[src/hdl/rtcbcd_pkg.sv]
`timescale 1ns / 1ps

package rtcbcd_pkg;

    // One input beat: a calendar date and time, binary fields.
    typedef struct packed {
        logic [11:0] year;
        logic [3:0]  month;
        logic [4:0]  day;
        logic [4:0]  hour;
        logic [5:0]  minute;
        logic [5:0]  second;
    } t_in_item;

    // One result beat: the seven time-block bytes at their field widths.
    typedef struct packed {
        logic [6:0] second_bcd;
        logic [6:0] minute_bcd;
        logic [7:0] hour_code;
        logic [2:0] weekday_bcd;
        logic [5:0] day_bcd;
        logic [4:0] month_bcd;
        logic [7:0] year_bcd;
    } t_out_item;

    localparam logic [11:0] YEAR_BASE      = 12'd2000;
    localparam logic [7:0]  YEAR_BASE_LO   = YEAR_BASE[7:0];

    // Hour byte codes.
    localparam logic [7:0]  HOUR_24_FLAG   = 8'h80;
    localparam logic [7:0]  HOUR_MIDNIGHT  = 8'h12;
    localparam logic [7:0]  HOUR_NOON      = 8'h32;
    localparam logic [7:0]  HOUR_PM_FLAG   = 8'h20;
    localparam logic [7:0]  HOUR_BAD       = 8'h00;
    localparam logic [4:0]  HOUR_TWELVE    = 5'd12;
    localparam logic [4:0]  HOUR_DAY_LEN   = 5'd24;

    localparam logic [3:0]  MONTH_FEB      = 4'd2;
    localparam logic [11:0] WEEKDAY_BIAS   = 12'd5;

    // Days before the first of each month; out-of-range months saturate.
    localparam logic [8:0] MONTH_OFFSET [16] = '{
        9'd0,   9'd0,   9'd31,  9'd59,  9'd90,  9'd120, 9'd151, 9'd181,
        9'd212, 9'd243, 9'd273, 9'd304, 9'd334, 9'd365, 9'd365, 9'd365
    };

    // bcd(v) = v + 6*(v/10); v/10 as (v*205)>>11, exact below 1029.
    function automatic logic [8:0] f_bcd(input logic [7:0] v);
        logic [15:0] prod;
        logic [4:0]  tens;
        prod = {8'd0, v} * 16'd205;
        tens = prod[15:11];
        return {1'b0, v} + 9'({4'd0, tens} * 9'd6);
    endfunction

endpackage

[src/hdl/rtcbcd_weekday.sv]
`timescale 1ns / 1ps

module rtcbcd_weekday (
    input  rtcbcd_pkg::t_in_item i_item,
    output logic [2:0]           o_weekday
);

    logic [11:0] y;
    logic [12:0] y_plus3;
    logic [11:0] leap_days;
    logic        leap_now;
    logic [11:0] count;
    logic [4:0]  fold1;
    logic [3:0]  fold2;

    always_comb begin
        y = (i_item.year >= rtcbcd_pkg::YEAR_BASE) ? (i_item.year - rtcbcd_pkg::YEAR_BASE)
                                                   : i_item.year;
        y_plus3   = {1'b0, y} + 13'd3;
        leap_days = {1'b0, y_plus3[12:2]};
        leap_now  = (i_item.month > rtcbcd_pkg::MONTH_FEB) && (y[1:0] == 2'd0);
        // 365 = 1 mod 7, so 365*y folds to y
        count = {7'd0, i_item.day}
              + {3'd0, rtcbcd_pkg::MONTH_OFFSET[i_item.month]}
              + y + leap_days + rtcbcd_pkg::WEEKDAY_BIAS + {11'd0, leap_now};
        // 8 = 1 mod 7: sum octal digits twice, then one subtract
        fold1 = {2'd0, count[2:0]} + {2'd0, count[5:3]}
              + {2'd0, count[8:6]} + {2'd0, count[11:9]};
        fold2 = {1'b0, fold1[2:0]} + {2'd0, fold1[4:3]};
        o_weekday = (fold2 >= 4'd7) ? 3'(fold2 - 4'd7) : fold2[2:0];
    end

endmodule

[src/hdl/rtcbcd_fields.sv]
`timescale 1ns / 1ps

module rtcbcd_fields (
    input  rtcbcd_pkg::t_in_item  i_item,
    input  logic                  i_hour_24,
    input  logic [2:0]            i_weekday,
    output rtcbcd_pkg::t_out_item o_item
);

    logic [8:0] sec_b;
    logic [8:0] min_b;
    logic [8:0] hour_b;
    logic [8:0] pm_b;
    logic [8:0] day_b;
    logic [8:0] mon_b;
    logic [8:0] year_b;
    logic [7:0] hcode;

    always_comb begin
        sec_b  = rtcbcd_pkg::f_bcd({2'd0, i_item.second});
        min_b  = rtcbcd_pkg::f_bcd({2'd0, i_item.minute});
        hour_b = rtcbcd_pkg::f_bcd({3'd0, i_item.hour});
        pm_b   = rtcbcd_pkg::f_bcd({3'd0, 5'(i_item.hour - rtcbcd_pkg::HOUR_TWELVE)});
        day_b  = rtcbcd_pkg::f_bcd({3'd0, i_item.day});
        mon_b  = rtcbcd_pkg::f_bcd({4'd0, i_item.month});
        year_b = rtcbcd_pkg::f_bcd(i_item.year[7:0] - rtcbcd_pkg::YEAR_BASE_LO);

        priority if (i_hour_24) begin
            hcode = hour_b[7:0] | rtcbcd_pkg::HOUR_24_FLAG;
        end else if (i_item.hour == 5'd0) begin
            hcode = rtcbcd_pkg::HOUR_MIDNIGHT;
        end else if (i_item.hour < rtcbcd_pkg::HOUR_TWELVE) begin
            hcode = hour_b[7:0];
        end else if (i_item.hour == rtcbcd_pkg::HOUR_TWELVE) begin
            hcode = rtcbcd_pkg::HOUR_NOON;
        end else if (i_item.hour < rtcbcd_pkg::HOUR_DAY_LEN) begin
            hcode = pm_b[7:0] | rtcbcd_pkg::HOUR_PM_FLAG;
        end else begin
            hcode = rtcbcd_pkg::HOUR_BAD;
        end

        o_item.second_bcd  = sec_b[6:0];
        o_item.minute_bcd  = min_b[6:0];
        o_item.hour_code   = hcode;
        o_item.weekday_bcd = i_weekday;
        o_item.day_bcd     = day_b[5:0];
        o_item.month_bcd   = mon_b[4:0];
        o_item.year_bcd    = year_b[7:0];
    end

endmodule

[src/hdl/rtc_datetime_bcd_encoder.sv]
`timescale 1ns / 1ps

// Converts one binary date/time beat (years 2000..2099) into the seven BCD
// bytes of an RTC time block: seconds, minutes, hour, weekday (Sunday = 0),
// day, month and two-digit year. Throughput is one beat per clock while the
// sink does not stall; each beat goes from the input register through the
// conversion logic into the result register.
// The output register lets a new beat be taken while a finished result
// waits; o_in_stall rises only when both registers are full and the sink
// stalls. hour_24 (reset 1) picks 24-hour coding (bit 7 set) or 12-hour
// coding with a PM flag in bit 5; write it over the cfg channel, which is
// always ready, and only while the block is empty. Inputs are not checked.

module rtc_datetime_bcd_encoder (
    input  logic                  i_clk,
    input  logic                  i_rst_n,
    // input beats
    input  logic                  i_in_valid,
    output logic                  o_in_stall,
    input  rtcbcd_pkg::t_in_item  i_in_item,
    // result beats
    output logic                  o_out_valid,
    input  logic                  i_out_stall,
    output rtcbcd_pkg::t_out_item o_out_item,
    // hour system register
    input  logic                  i_cfg_valid,
    output logic                  o_cfg_ready,
    input  logic                  i_cfg_hour_24
);

    logic                  r_hour_24;
    logic                  r_in_valid;
    rtcbcd_pkg::t_in_item  r_in;
    logic                  r_out_valid;
    rtcbcd_pkg::t_out_item r_out;

    logic                  out_adv;   // result register free to load
    logic [2:0]            weekday;
    rtcbcd_pkg::t_out_item n_out;

    assign o_cfg_ready = 1'b1;

    always_ff @(posedge i_clk) begin
        if (!i_rst_n) begin
            r_hour_24 <= 1'b1;
        end else if (i_cfg_valid && o_cfg_ready) begin
            r_hour_24 <= i_cfg_hour_24;
        end
    end

    // Stage handshake: the input register drains whenever the result
    // register is empty or being taken this cycle.
    assign out_adv    = !r_out_valid || !i_out_stall;
    assign o_in_stall = r_in_valid && !out_adv;

    always_ff @(posedge i_clk) begin
        if (!i_rst_n) begin
            r_in_valid <= 1'b0;
        end else if (!o_in_stall) begin
            r_in_valid <= i_in_valid;
        end
    end

    always_ff @(posedge i_clk) begin
        if (!o_in_stall && i_in_valid) begin
            r_in <= i_in_item;
        end
    end

    // conversion between the two registers
    rtcbcd_weekday u_weekday (
        .i_item    (r_in),
        .o_weekday (weekday)
    );

    rtcbcd_fields u_fields (
        .i_item    (r_in),
        .i_hour_24 (r_hour_24),
        .i_weekday (weekday),
        .o_item    (n_out)
    );

    always_ff @(posedge i_clk) begin
        if (!i_rst_n) begin
            r_out_valid <= 1'b0;
        end else if (out_adv) begin
            r_out_valid <= r_in_valid;
        end
    end

    always_ff @(posedge i_clk) begin
        if (out_adv && r_in_valid) begin
            r_out <= n_out;
        end
    end

    assign o_out_valid = r_out_valid;
    assign o_out_item  = r_out;

    // upstream is held off only when the result register is full and stalled
    a_stall_cause: assert property (@(posedge i_clk) disable iff (!i_rst_n)
        o_in_stall |-> (o_out_valid && i_out_stall))
        else $error("input stalled without a blocked result");

    // a beat moving out of the input register shows up as a result next cycle
    a_beat_moves: assert property (@(posedge i_clk) disable iff (!i_rst_n)
        ($past(i_rst_n) && $past(r_in_valid && out_adv)) |-> o_out_valid)
        else $error("beat lost between input and result registers");

    // weekday is always reduced below 7
    a_weekday_range: assert property (@(posedge i_clk) disable iff (!i_rst_n)
        o_out_valid |-> (o_out_item.weekday_bcd != 3'd7))
        else $error("weekday not reduced mod 7");

    // 24-hour results carry the mode flag
    a_hour24_flag: assert property (@(posedge i_clk) disable iff (!i_rst_n)
        ($past(i_rst_n) && $past(r_in_valid && out_adv && r_hour_24))
            |-> o_out_item.hour_code[7])
        else $error("24-hour flag missing");

    // low BCD digit of seconds never exceeds nine
    a_sec_digit: assert property (@(posedge i_clk) disable iff (!i_rst_n)
        o_out_valid |-> (o_out_item.second_bcd[3:0] <= 4'd9))
        else $error("seconds low digit out of BCD range");

endmodule

[config.mk]
export PLATFORM = sky130hd
export DESIGN_NAME = rtc_datetime_bcd_encoder
export DESIGN_NICKNAME = d
export VERILOG_FILES = /design/src/hdl/rtcbcd_pkg.sv /design/src/hdl/rtcbcd_weekday.sv /design/src/hdl/rtcbcd_fields.sv /design/src/hdl/rtc_datetime_bcd_encoder.sv
export SDC_FILE = /design/constraint.sdc
export NUM_CORES = 1
export LEC_CHECK = 0
export ABC_AREA = 1
export BUFFER_PORTS_ARGS = -buffer_cell sky130_fd_sc_hd__buf_2
export CAP_MARGIN = 20
export CORE_MARGIN = 2
export CORE_UTILIZATION = 30
export CTS_CLUSTER_DIAMETER = 40
export DETAILED_ROUTE_END_ITERATION = 7
export SYNTH_ARGS = -nofsm -noshare
export SYNTH_HDL_FRONTEND = slang
export SYNTH_SLANG_ARGS = --single-unit
[constraint.sdc]
create_clock -name i_clk -period 9.21 [get_ports i_clk]
set_clock_uncertainty 0.05 [all_clocks]
set_input_delay 1.842 -clock i_clk [delete_from_list [all_inputs] [get_ports i_clk]]
set_output_delay 1.842 -clock i_clk [all_outputs]
set_load 0.01 [all_outputs]
==> results of run 1 <==
==> per-layer routing <==
metal  part of all wire (%)  GRT usage (%)  vias up  wire length, µm
met5                  0.032              0        -                7
met3                    2.9           2.04       21              639
met4                    1.4           3.56        2              317
li1                       -              -     4018                -
met2                     49           21.8       90            10800
met1                     46           15.5     3596            10200
==> cell families after synthesis <==
logic type      count (synthesis)  share of synthesized area, %
xor+xnor                       71                          5.93
flops                          84                          23.2
other cells                     2                        0.0699
compound gates                144                          7.62
fa+ha+maj                     326                          41.9
buf+inv                       218                          7.87
simple gates                  296                          13.4
==> sequential cells by signal, summed over array words and instances, names as in the netlist <==
register,cells
o_out_item,43
r_in,38
o_out_valid,1
r_hour_24,1
r_in_valid,1
==> through the flow <==
step                std cells  utilization (%)
CTS                      1703             34.0
global placement         1687             33.2
global route             1703             34.0
floorplan                1141                -
detailed placement       1687             33.2
finish                   1704             34.0
==> cell type report <==
| class | count | area [µm²] |
|---|---|---|
| inverter | 214 | 806 |
| multi-input combinational | 839 | 7420 |
| fill | 3602 | 23400 |
| sequential | 84 | 2490 |
| clock buffer | 10 | 229 |
| antenna | 1 | 2.50 |
| timing repair buffer | 89 | 448 |
| tap | 461 | 577 |
| clock inverter | 6 | 56.3 |
==> final timing paths <==
path / to / startpoint / cells past startpoint
max: o_out_item[19] / r_in[23] / 36
min: r_hour_24 / r_hour_24 / 2
max reg2reg: o_out_item[19] / r_in[23] / 36
min reg2reg: r_hour_24 / r_hour_24 / 2
==> worst max-delay path, delay by kind of cell (launching register included) <==
| family | cells | cell delay, ns |
|---|---|---|
| AOI/OAI and AO/OA | 4 | 0.78 |
| xor gates and xnor gates | 3 | 0.49 |
| DFF | 1 | 0.55 |
| and+or+nand+nor | 13 | 1.45 |
| adders and majority gates | 11 | 3.49 |
| buffers and inverters | 5 | 0.49 |
==> placed cells by master (no fill, tap or decap), types with 4 or more instances in the layout <==
cell type,instances
inv_1,211
xor2_1,46
nand2_1,141
edfxtp_1,81
clkbuf_16,9
fa_1,57
nand2_2,7
a21oi_1,66
buf_2,88
nand3_1,29
or2_2,14
a211oi_1,10
ha_1,269
nand2_4,8
nor2_1,53
nand4_1,19
o21ai_0,34
o211ai_1,4
a31oi_1,9
xnor2_1,24
nor3_1,7
a21o_1,6
==> results_dict.tcl, run 1 <==
set metrics [dict create \
    yosysWarnings 0 \
    postCtsSetupRepairBufs 0 \
    wl_um 22000 \
    cts.path.max_buffers 2 \
    pre_cts_ws_ns 1.66 \
    synth_edf_count 81 \
    core_area_mm2 0.0354 \
    crit_fanout 10 \
    grt_remaining_overflow 0 \
    cp-start-kind "flop" \
    path_common_cell "nand2_1" \
    dpl.hpwl_um 18500 \
    cts_root_buffer "clkbuf_16" \
    run_status "completed" \
    rsz0062_at_grt "no" \
    grt_pass1_vias 8045 \
    rrSetupSlack_ns 1.69 \
    grt_usage_pct 12.4 \
    worst-slew-pin-transition_ns 1.00 \
    period_minus_slack_ns 7.52 \
    min_period_over_period_pct 81.6 \
    placedInstanceArea_mm2 0.0117 \
    wl_per_cell_um 12.9 \
    htree_levels 3 \
    synthArstFlopShare_pct 0 \
    synth.area.top_cells "ha_1 (31%), edfxtp_1 (23%), fa_1 (11%)" \
    synth_ff_type "edfxtp_1" \
    avgSynthCellArea_um2 9.42 \
    grt_pass1_wl_um 37800 \
    die_x_um 193 \
    crit_type "flop to flop" \
    insertion_delay_ns 0.35 \
    num_rows 69 \
    port_buffers 88 \
    slew_violations 0 \
    synth_area_mm2 0.0107 \
    yosys.area.top_type "ha_1" \
    postRouteAntennaNets 0 \
    fin_tns_setup_ns 0 \
    synth-seq-cells 84 \
    clk_pin_slew_ns 0.07 \
    hold_ws_ns 0.457 \
    vias_per_cell 4.53 \
    antenna_found_initial 2 \
    area_growth_pct 11.9 \
    cts_buffers 9 \
    hold_viol_final 0 \
    fin_area_mm2 0.0120 \
    drive_gt1_share_pct 11.9 \
    syn-num-nets 1511 \
    synth_cells 1141 \
    postLayoutSetupSlackWorst_ns 1.69 \
    gp_congestion 0.840 \
    drc_errors 0 \
    hold_path_class "flop to flop" \
    synth.top_cell.area_share_pct 31.3 \
    cts_hold_buffers 0 \
    grt_max_degree 39 \
    cpMaxStageDelayCell "edfxtp_1" \
    worst_ep_arrival_time_ns 7.57 \
    cp-end-kind "flop" \
    synth_common_cells "ha_1 (269), inv_1 (212), nand2_1 (141)" \
    max_stage_delay_ns 0.55 \
    fin_nets 1607 \
    initial_core_util_pct 30.4 \
    setup_violations 0 \
    dieArea_mm2 0.0373 \
    cts_tree "done" \
    ys_types 46 \
    clkSinkCount 84 \
    cts_resized 0 \
    cp_data_required_time_ns 9.27 \
    yosysSeqAreaShare_pct 23.2 \
    slew_headroom_pct 33.3 \
    drt_iter0_drc 336 \
    max-cap-violations 0 \
    post-synth-top-count-cell "ha_1" \
    fmax_ghz 0.133 \
    die_h_um 193 \
    vias 7727 \
    boundaryPins 91 \
    dr.pass1.iters 5 \
]
Power of run 1 is not shown: default switching activity piles up to over one toggle a cycle in this logic, so the estimate is an artifact.
==> run 2: changes to the inputs <==
--- a/config.mk
+++ b/config.mk
@@ -5,7 +5,7 @@
 export SDC_FILE = /design/constraint.sdc
 export NUM_CORES = 1
 export LEC_CHECK = 0
-export ABC_AREA = 1
+export ABC_AREA = 0
 export BUFFER_PORTS_ARGS = -buffer_cell sky130_fd_sc_hd__buf_2
 export CAP_MARGIN = 20
 export CORE_MARGIN = 2
==> constraint.sdc (replaced) <==
create_clock -name i_clk -period 6.6 [get_ports i_clk]
set_clock_uncertainty 0.05 [all_clocks]
set_input_delay 1.32 -clock i_clk [delete_from_list [all_inputs] [get_ports i_clk]]
set_output_delay 1.32 -clock i_clk [all_outputs]
set_load 0.01 [all_outputs]
==> run 2 against run 1 <==
  * The flow now finishes with violations (negative setup slack)
  * Critical path depth shrank 7
  * Register-to-register slack lost 2.1 ns
  * Cell count shrank 4.5%
  * Worst setup slack lost 2.1 ns
  * Maximum frequency grew 6.7%
  * Die area shrank 2.9%
  * Sequential share of layout area shrank 0.97 points
  * Synthesized cell count shrank 14%
  * Wire length is the same
==> results_dict.tcl, run 2 <==
set metrics [dict create \
    fin_nets 1537 \
    wl_per_cell_um 13.5 \
    cpMaxStageDelayCell "fa_1" \
    fin_tns_setup_ns -1.29 \
    run_status "finished, violations left" \
    drt_iter0_drc 249 \
    clk_pin_slew_ns 0.07 \
    dp_cells 1605 \
    dpl.hpwl_um 18100 \
    max_stage_delay_ns 0.55 \
    cp-end-kind "flop" \
    die_x_um 190 \
    slew_headroom_pct 54.9 \
    synth_edf_count 81 \
    synth_common_cells "ha_1 (269), inv_1 (155), edfxtp_1 (81)" \
    fmax_ghz 0.142 \
    synth_ff_type "edfxtp_1" \
    postRouteAntennaNets 0 \
    worst_ep_arrival_time_ns 7.12 \
    drc_errors 0 \
    grt_remaining_overflow 0 \
    cts.path.max_buffers 2 \
    cts_root_buffer "clkbuf_16" \
    synth_cells 985 \
    max-cap-violations 0 \
    cp_data_required_time_ns 6.68 \
    core_area_mm2 0.0344 \
    cts_hold_buffers 0 \
    initial_core_util_pct 30.3 \
    dieArea_mm2 0.0362 \
    num_rows 68 \
    post-synth-top-count-cell "ha_1" \
    rrSetupSlack_ns -0.44 \
    final_core_utilization_pct 36.7 \
    synth.area.top_cells "ha_1 (32%), edfxtp_1 (23%), fa_1 (11%)" \
    vias 7469 \
    worst-slew-pin-transition_ns 0.677 \
    crit_type "flop to flop" \
    ys_types 70 \
    fin_cells 1628 \
    postLayoutSetupSlackWorst_ns -0.442 \
    layout_commonest_cell "ha_1" \
    violations "negative setup slack" \
    hold_path_class "flop to flop" \
    synth_area_mm2 0.0104 \
    grt_usage_pct 12.9 \
    hold_viol_final 0 \
    synthArstFlopShare_pct 0 \
    drive_gt1_share_pct 22.2 \
    synth-seq-cells 84 \
    final_cell_mix "ha_1 (255), inv_1 (149), buf_4 (91), buf_2 (88), edfxtp_1 (81)" \
    gp_congestion 0.804 \
    cts_buffers 9 \
    met2_wirelength_um 10900 \
    cp-start-kind "flop" \
    synth.top_cell.area_share_pct 32.3 \
    die_h_um 190 \
    yosysWarnings 0 \
    grt_pass1_vias 7774 \
    yosysSeqAreaShare_pct 23.9 \
    min_period_over_period_pct 107 \
    wl_met1_um 10100 \
    setup_violations 3 \
    boundaryPins 91 \
    dr.pass1.iters 4 \
    cts_tree "done" \
    antenna_found_initial 3 \
    slew_violations 0 \
    clkSinkCount 84 \
    grt_pass1_wl_um 37500 \
    wl_um 22000 \
    vias_per_cell 4.59 \
    crit_fanout 3 \
    pre_cts_ws_ns -0.630 \
    grt_max_degree 44 \
    wl_met3_um 654 \
    port_buffers 88 \
    largest_reg_flops 43 \
    period_minus_slack_ns 7.04 \
    insertion_delay_ns 0.37 \
    htree_levels 3 \
    yosys.area.top_type "ha_1" \
    syn-num-nets 1355 \
    avgSynthCellArea_um2 10.6 \
    area_growth_pct 21.1 \
    rsz0062_at_grt "yes" \
    top_layer_used "met5" \
]
-- run 2: per-stage QoR --
step	cell area, µm²	hold WS, ns
final	12600	0.479
after global routing	12600	0.526
after CTS	12500	0.480
after detailed placement	12200	0.468
after global placement	12200	0.441
after floorplan	10600	0.408
-- run 2: cell families (layout without fill, tap and decap cells) --
family / count (synthesis) / count (layout) / share of synthesized area (%)
xor+xnor: 84 / 84 / 7.20
simple gates: 153 / 153 / 7.94
flops: 84 / 84 / 23.9
mux: 9 / 9 / 1.01
buf+inv: 166 / 353 / 6.16
other cells: 2 / 3 / 0.0721
fa+ha+maj: 326 / 326 / 43.2
compound gates: 161 / 161 / 10.5
-- run 2: repair_timing --
action	4_1_cts	5_1_grt
setup endpoints to repair	3	4
pin swaps	16	9
setup buffers	3	3
hold endpoints to repair	0	0
gates resized for setup	6	9
-- run 2: layout make-up --
cell class / count / area (µm²)
multi-input combinational: 735 / 7540
fill: 3455 / 21800
timing repair buffer: 180 / 1130
inverter: 157 / 594
tap: 455 / 569
clock buffer: 9 / 225
clock inverter: 7 / 57.6
sequential: 84 / 2490
antenna: 1 / 2.50
-- run 2: worst max-delay path: cells and delay by family (launching register included) --
| kind | cells | cell delay [ns] |
|---|---|---|
| xor+xnor | 3 | 0.54 |
| mux | 2 | 0.65 |
| buf+inv | 5 | 0.42 |
| compound gates | 7 | 1.00 |
| fa+ha+maj | 10 | 3.27 |
| simple gates | 2 | 0.47 |
| flops | 1 | 0.42 |
-- run 2: final timing paths --
path | start | endpoint | cells past startpoint
hold reg to reg | r_in_valid | o_out_valid | 2
setup reg to reg | r_in[22] | o_out_item[21] | 29
setup / recovery | r_in[22] | o_out_item[21] | 29
hold / removal | r_in_valid | o_out_valid | 2
-- run 2: routing by layer --
metal / GRT usage (%) / vias to the layer above
met5: 0 / -
met4: 3.58 / 4
met3: 2.23 / 19
met2: 23.1 / 80
met1: 15.9 / 3533
li1: - / 3833
Power of run 2 is left out for the same reason.
